--- src/design/ipg_pkg.sv ---
// ----------------------------------------------------------------------------
// ipg_pkg
// Shared widths, payload structs and controller/datapath handshake types for
// the im2col patch gather block.
// ----------------------------------------------------------------------------
`default_nettype none

package ipg_pkg;

  // Image geometry; the store is addressed as {channel, y, x}
  localparam int X_W      = 6;
  localparam int Y_W      = 6;
  localparam int CH_W     = 4;
  localparam int SAMPLE_W = 16;
  localparam int ADDR_W   = CH_W + Y_W + X_W;
  localparam int STORE_DEPTH = 1 << ADDR_W;

  // Configuration register widths and limits
  localparam int DIM_W    = 7;
  localparam int CNT_W    = 5;
  localparam int K_W      = 3;
  localparam int S_W      = 4;
  localparam int MAX_DIM  = 64;
  localparam int MAX_CH   = 16;

  // Derived widths
  localparam int KK_W     = 2 * K_W;
  localparam int PROD_W   = X_W + S_W;
  localparam int COORD_W  = PROD_W + 1;
  localparam int ROW_W    = 10;
  localparam int COL_W    = 12;

  // Output-grid divider: one quotient bit per step
  localparam int DIV_STEPS = X_W;
  localparam int DIV_CNT_W = $clog2(DIV_STEPS);

  // Configuration port
  localparam int CFG_IDX_W  = 3;
  localparam int CFG_DATA_W = DIM_W;

  typedef enum logic [CFG_IDX_W-1:0] {
    CFG_IMAGE_WIDTH   = 3'd0,
    CFG_IMAGE_HEIGHT  = 3'd1,
    CFG_CHANNEL_COUNT = 3'd2,
    CFG_KERNEL_SIZE   = 3'd3,
    CFG_STRIDE_STEP   = 3'd4
  } cfg_reg_t;

  typedef enum logic {
    OP_WRITE  = 1'b0,
    OP_GATHER = 1'b1
  } op_t;

  typedef struct packed {
    logic                       operation;
    logic [X_W-1:0]             pixel_x;
    logic [Y_W-1:0]             pixel_y;
    logic [CH_W-1:0]            channel;
    logic signed [SAMPLE_W-1:0] pixel_value;
    logic [X_W-1:0]             out_x;
    logic [Y_W-1:0]             out_y;
  } in_item_t;

  typedef struct packed {
    logic signed [SAMPLE_W-1:0] tap_value;
    logic [ROW_W-1:0]           row_index;
    logic [COL_W-1:0]           column_index;
    logic                       padded;
    logic                       last_tap;
  } out_item_t;

  // Controller -> datapath
  typedef struct packed {
    logic accept;     // input transfer this cycle
    logic div_start;  // load the output-grid divider
    logic div_step;   // one divider step
    logic setup;      // compute patch anchor, column and row base
    logic issue;      // launch one tap read
  } ipg_cmd_t;

  // Datapath -> controller
  typedef struct packed {
    logic op_gather;  // operation of the item offered on the input
    logic div_last;   // divider step in progress is the final one
    logic gather_ok;  // latched gather lies on the output grid and in a valid channel
    logic issue_ok;   // tap pipeline can take a tap
    logic tap_last;   // current tap counter is the final tap
  } ipg_stat_t;

endpackage

`default_nettype wire

--- src/design/ipg_ctrl.sv ---
// ----------------------------------------------------------------------------
// ipg_ctrl
// Sequencer: recomputes the output grid after reset and configuration writes,
// takes input items, and steps the datapath through setup and tap issue.
// ----------------------------------------------------------------------------
`default_nettype none

module ipg_ctrl
  import ipg_pkg::*;
(
  input  wire logic      clk,
  input  wire logic      rst_n,
  input  wire logic      in_valid,
  output logic           in_ready,
  input  wire logic      cfg_wr,
  input  wire ipg_stat_t stat,
  output ipg_cmd_t       cmd
);

  typedef enum logic [1:0] {
    ST_IDLE,
    ST_CALC,
    ST_SETUP,
    ST_TAP
  } state_t;

  state_t state_r, state_nxt;
  logic   dirty_r, dirty_nxt;

  assign in_ready = (state_r == ST_IDLE) && !dirty_r;

  always_comb begin
    state_nxt = state_r;
    dirty_nxt = dirty_r;
    cmd       = '0;
    case (state_r)
      ST_IDLE: begin
        if (dirty_r) begin
          cmd.div_start = 1'b1;
          dirty_nxt     = 1'b0;
          state_nxt     = ST_CALC;
        end else if (in_valid) begin
          cmd.accept = 1'b1;
          if (stat.op_gather) begin
            state_nxt = ST_SETUP;
          end
        end
      end
      ST_CALC: begin
        cmd.div_step = 1'b1;
        if (stat.div_last) begin
          state_nxt = ST_IDLE;
        end
      end
      ST_SETUP: begin
        cmd.setup = 1'b1;
        state_nxt = stat.gather_ok ? ST_TAP : ST_IDLE;
      end
      ST_TAP: begin
        cmd.issue = stat.issue_ok;
        if (stat.issue_ok && stat.tap_last) begin
          state_nxt = ST_IDLE;
        end
      end
      default: begin
        state_nxt = ST_IDLE;
      end
    endcase
    // a write always forces a fresh grid computation
    if (cfg_wr) begin
      dirty_nxt = 1'b1;
    end
  end

  always_ff @(posedge clk) begin
    if (!rst_n) begin
      state_r <= ST_IDLE;
      dirty_r <= 1'b1;
    end else begin
      state_r <= state_nxt;
      dirty_r <= dirty_nxt;
    end
  end

  a_cfg_marks_dirty: assert property (@(posedge clk) disable iff (!rst_n)
    cfg_wr |=> dirty_r)
    else $error("configuration write did not schedule a grid update");

  a_no_accept_while_dirty: assert property (@(posedge clk) disable iff (!rst_n)
    dirty_r |-> !cmd.accept)
    else $error("item taken before output grid was updated");

  a_issue_only_in_tap: assert property (@(posedge clk) disable iff (!rst_n)
    cmd.issue |-> (state_r == ST_TAP) && stat.issue_ok)
    else $error("tap issued outside the tap phase or into a full pipeline");

endmodule

`default_nettype wire

--- config.mk ---
export PLATFORM = sky130hd
export DESIGN_NAME = ipg_ctrl
export DESIGN_NICKNAME = d
export VERILOG_FILES = /design/src/design/ipg_pkg.sv /design/src/design/ipg_ctrl.sv
export SDC_FILE = /design/constraint.sdc
export NUM_CORES = 1
export LEC_CHECK = 0
export ABC_AREA = 1
export BUFFER_PORTS_ARGS = -buffer_cell sky130_fd_sc_hd__clkbuf_2
export CAP_MARGIN = 10
export CORE_AREA = 2 2 39 41
export DETAILED_ROUTE_END_ITERATION = 6
export DIE_AREA = 0 0 41 43
export PLACE_DENSITY_LB_ADDON = 0.2
export SYNTH_ARGS = -nofsm -noshare
export SYNTH_HDL_FRONTEND = slang
export SYNTH_SLANG_ARGS = --single-unit
--- constraint.sdc ---
create_clock -name clk -period 2 [get_ports clk]
set_input_delay 0 -clock clk [delete_from_list [all_inputs] [get_ports clk]]
set_output_delay 0 -clock clk [all_outputs]
set_load 0.01 [all_outputs]
Yosys cells after proc, flatten, opt, wreduce, memory -nomap -nowiden

Cells that the tools add are included.

Bits of input ports: 9
Bits in registers: 3
Output and inout port bits: 6
Logic and storage cells: 30

Bitwise gates (word level): 1
Mux-type cells: 14
Reductions and logical operators: 6
Equal/unequal tests: 7

Operator list:

| kind                 | count |
|---|---|
| $mux W2              | 7 |
| $pmux W2 S4          | 1 |
| $mux W1              | 6 |
| $ne A3 B3 Y1 const B | 2 |
| $eq A2 B2 Y1 const B | 2 |
| $ne A2 B2 Y1 const B | 2 |
| $reduce_and A4 Y1    | 1 |
| $eq A2 B1 Y1 const B | 1 |
| $logic_and A1 B1 Y1  | 2 |
| $logic_not A2 Y1     | 1 |
| $reduce_or A2 Y1     | 1 |
| $logic_not A1 Y1     | 1 |
| $not A1 Y1           | 1 |

Longest topological paths before layout

Depth in word-level cells: 4
Gate-level depth with buffers: 6
Mapped depth without buffers: 6

Worst setup path after synthesis

OpenSTA, ideal clock, no wires.

Path type: register to register
Start point: reg state_r[1]
End point: reg state_r[1]
Path slack: 1.099 ns
Cell stages (with the launch flop): 7
Arrival time: 0.837 ns
Data required time: 1.936 ns
Cell sequence: dfxtp_1 inv_2 nor2_2 nand2_1 nand3_1 nor2_1 nor2_1

Cells in the longest elaborated chain, start to end: 3
Elaborated cells on any way between the ends: 10

RTL lines:

| element                                                              | RTL line       | RTL |
|---|---|---|
| start, declared                                                      | ipg_ctrl.sv:27 | `state_t state_r, state_nxt;` |
| start signal, assigned                                               | ipg_ctrl.sv:80 | `state_r <= state_nxt;` |
| $eq A2 B2 Y1, or another cell as far along                           | ipg_ctrl.sv:36 | `case (state_r)` |
| $ne A2 B2 Y1 (no source line) / $ne A3 B3 Y1 (equally long branches) | n/a            |  |
| $reduce_and A4 Y1 (no source line)                                   | n/a            |  |

Several ways; a longest one is shown, not always the timed one.
A chain may end at the register's enable or synchronous reset.

Final worst setup path

Start point: reg state_r[1]
End point: out in_ready

Cells in the longest elaborated chain, start to end: 2

RTL lines:

| element             | RTL line       | RTL |
|---|---|---|
| $logic_not A2 Y1    | ipg_ctrl.sv:30 | `assign in_ready = (state_r == ST_IDLE) && !dirty_r;` |
| $logic_and A1 B1 Y1 | ipg_ctrl.sv:30 |  |
| end, declared       | ipg_ctrl.sv:14 | `output logic in_ready,` |

Every way passes these cells.

==> results.ini <==
[sta]
totalNegativeSetupSlack_ps = 0
min_period_ps = 1090
setup_viol = 0
fin_skew_ps = 7.03
max_slew.worst_pin.slew_ps = 216
hold_viol = 0
relSlewSlack_pct = 85.6
slew_violations = 0
min_period_over_period_pct = 54.3
worst_slack_ps = 914
rsz0062_at_grt = no
max_freq_mhz = 921

[worst_setup_path]
end_kind = primary output
critPathSlowestCell = dfxtp_1
worstPathRequired_ps = 2000
cpPeakStageDelay_ps = 340
cp_max_fo = 5
path_common_cell = nor2_2
worstReg2RegStart = state_r[1]$_SDFFE_PN0P_
worst-setup-path-type = reg -> out
path_cells = nor2_2, inv_1, nor2_2, clkbuf_2
startpoint_type = flip-flop
worstPathBufferInverterCount = 2
crit_arrival_ps = 1090
cpLargestDelayFamily = flip-flops
crit_start = state_r[1]$_SDFFE_PN0P_

[power_and_ir_drop]
ir_drop_v = 0.000292
switching_share_pct = 37.0
power.density_nw_per_um2 = 913
power_mw = 0.306
power.net_switching_mw = 0.113
seqPwrFrac_pct = 28.1
combPwrFrac_pct = 36.4
p_clk_share_pct = 35.5
p_int_mw = 0.193
power_leakage_nw = 0.195

[clock_network]
postCtsHoldBufs = 2
cts.sinks = 3
cts_resized = 0
clk_pin_slew_ps = 40
cts_tree = built
cts.htree.levels = 1
ctsRootBufferMaster = clkbuf_4
clock_latency_ps = 240
post_cts_buffers = 0
cts_made_buffers = 3
clock_path_buffers = 2

[synth]
yosys_warnings = 0
ys_seq_area_share_pct = 30.2
synth_compound_area_share_pct = 5.03
yosys-top-cells-area = dfxtp_1 (30%), nor2_1 (15%), nand2_1 (13%)
synth_fp_nets = 43
yosysUniqueCellTypes = 11
ys_ff_latch = 3
synth_top_area_share_pct = 30.2
synth_area_sq_um = 199
netlist_instances = 34
synth_xor_area_share_pct = 0
syn_avg_cell_area_sq_um = 5.85
synth_largest_area_cell = dfxtp_1
yosys.area_share.simple_pct = 55.3
synthAdderAreaFrac_pct = 0
synthMuxAreaShare_pct = 0
synth_top_family_by_area = simple AND/OR/NAND/NOR gates

[floorplan]
start_util_pct = 14.4
io_pins = 15
coreArea_sq_um = 1380
die_height_um = 43
rows = 14
fp.dieW_um = 41
die_area_sq_um = 1760

[run_status]
status = finished, final reports clean

[final_layout]
fillers = 165
diodes = 0
num-nets-final = 64
drive_gt1_share_pct = 40.7
area_delta_synth_final_pct = 68.6

[grt]
grt_pass1_vias = 210
grt.total_usage_pct = 6.72
grt_antenna_before_repair = 0
grt.overflow.total = 0
grt_pass1_wl_um = 759
grt_max_degree = 7

[placement]
io_buffers = 14
hpwl_um = 424
place_ws_ps = 1050
place.gp.congestion = 0.653

[flow_run]
max_cap_viol_count = 0

[route]
dr_total_vias = 272
drc_errors = 0
viasPerCell = 3.89
wirelength_um = 534
first_iter_violations = 2
wire_per_inst_um = 7.63
first_pass_iters = 2
antenna_left = 0

[min_path]
min_path_type = in -> reg
hold_start = stat[2]

## per-layer routing
layer	vias up	GRT usage, %	part of all wire, %	wire length, um
met5	-	0	0	0
met4	0	6.00	0	0
met3	0	3.14	10	54
met2	9	8.13	45	238
met1	118	8.33	45	241
li1	145	-	-	-
## kinds of logic after synthesis
kind of cell           Yosys count
AOI/OAI and AO/OA                2
buffers and inverters            5
DFF                              3
and+or+nand+nor                 24
## metrics by stage
step	hold slack [ps]	cell area (sq um)	instances	utilization, %
floorplan	101	199	34	-
global placement	201	289	64	20.9
detailed placement	208	289	64	20.9
CTS	125	335	70	24.2
global route	164	335	70	24.2
finish	124	335	70	24.2
## cell usage after synthesis (all sizes together)
master	number
nor2	11
nand2	7
inv	5
nand3	4
dfxtp	3
o21ai	2
and3	1
nand3b	1
## cell usage in the layout, fill, tap and decap left out
master and instances:
clkbuf_2 14, nor2_2 3, nand2_1 7, dlygate4sd3_1 2
o21ai_1 1, clkbuf_1 1, nand3_1 4, inv_1 4
o21ai_0 1, nor2_1 8, dfxtp_1 3, and3_2 1
inv_2 1, clkbuf_4 3, nand3b_1 1
## worst paths after layout
kind / to / slack, ps / depth (start not counted)
worst max-delay path: in_ready / 910 / 4
worst max register to register: state_r[1]$_SDFFE_PN0P_ / 1040 / 5
worst min register to register: state_r[1]$_SDFFE_PN0P_ / 590 / 3
worst min-delay path: state_r[0]$_SDFFE_PN0P_ / 120 / 5
## registers in the layout, summed over array words and instances, names as in the netlist
name     cells
dirty_r      1
state_r      2
## layout make-up
type                            count  area (sq um)  share of cell area, %
Tap cell                           16          20.0                   5.97
Timing Repair Buffer               16          90.1                   26.9
Sequential cell                     3          60.1                   17.9
Inverter                            5          18.8                   5.60
Multi-Input combinational cell     26           120                   35.8
Clock buffer                        4          26.3                   7.84
## worst register-to-register path: stages (launching register included)
cell and delay (ps):
dfxtp_1 400, inv_2 70, nand3b_1 130, nand3_1 100
nor2_1 100, nor2_1 50
## power groups by stage
stage                     combinational, mW  sequential, mW  clock (mW)
after floorplan                      0.0724          0.0842           0
after global placement                0.111          0.0870           0
after detailed placement              0.109          0.0873           0
after CTS                             0.113          0.0863       0.113
after global routing                  0.127          0.0882       0.115
final                                 0.111          0.0859       0.109
No activity file was read; power rests on OpenSTA's default activity.
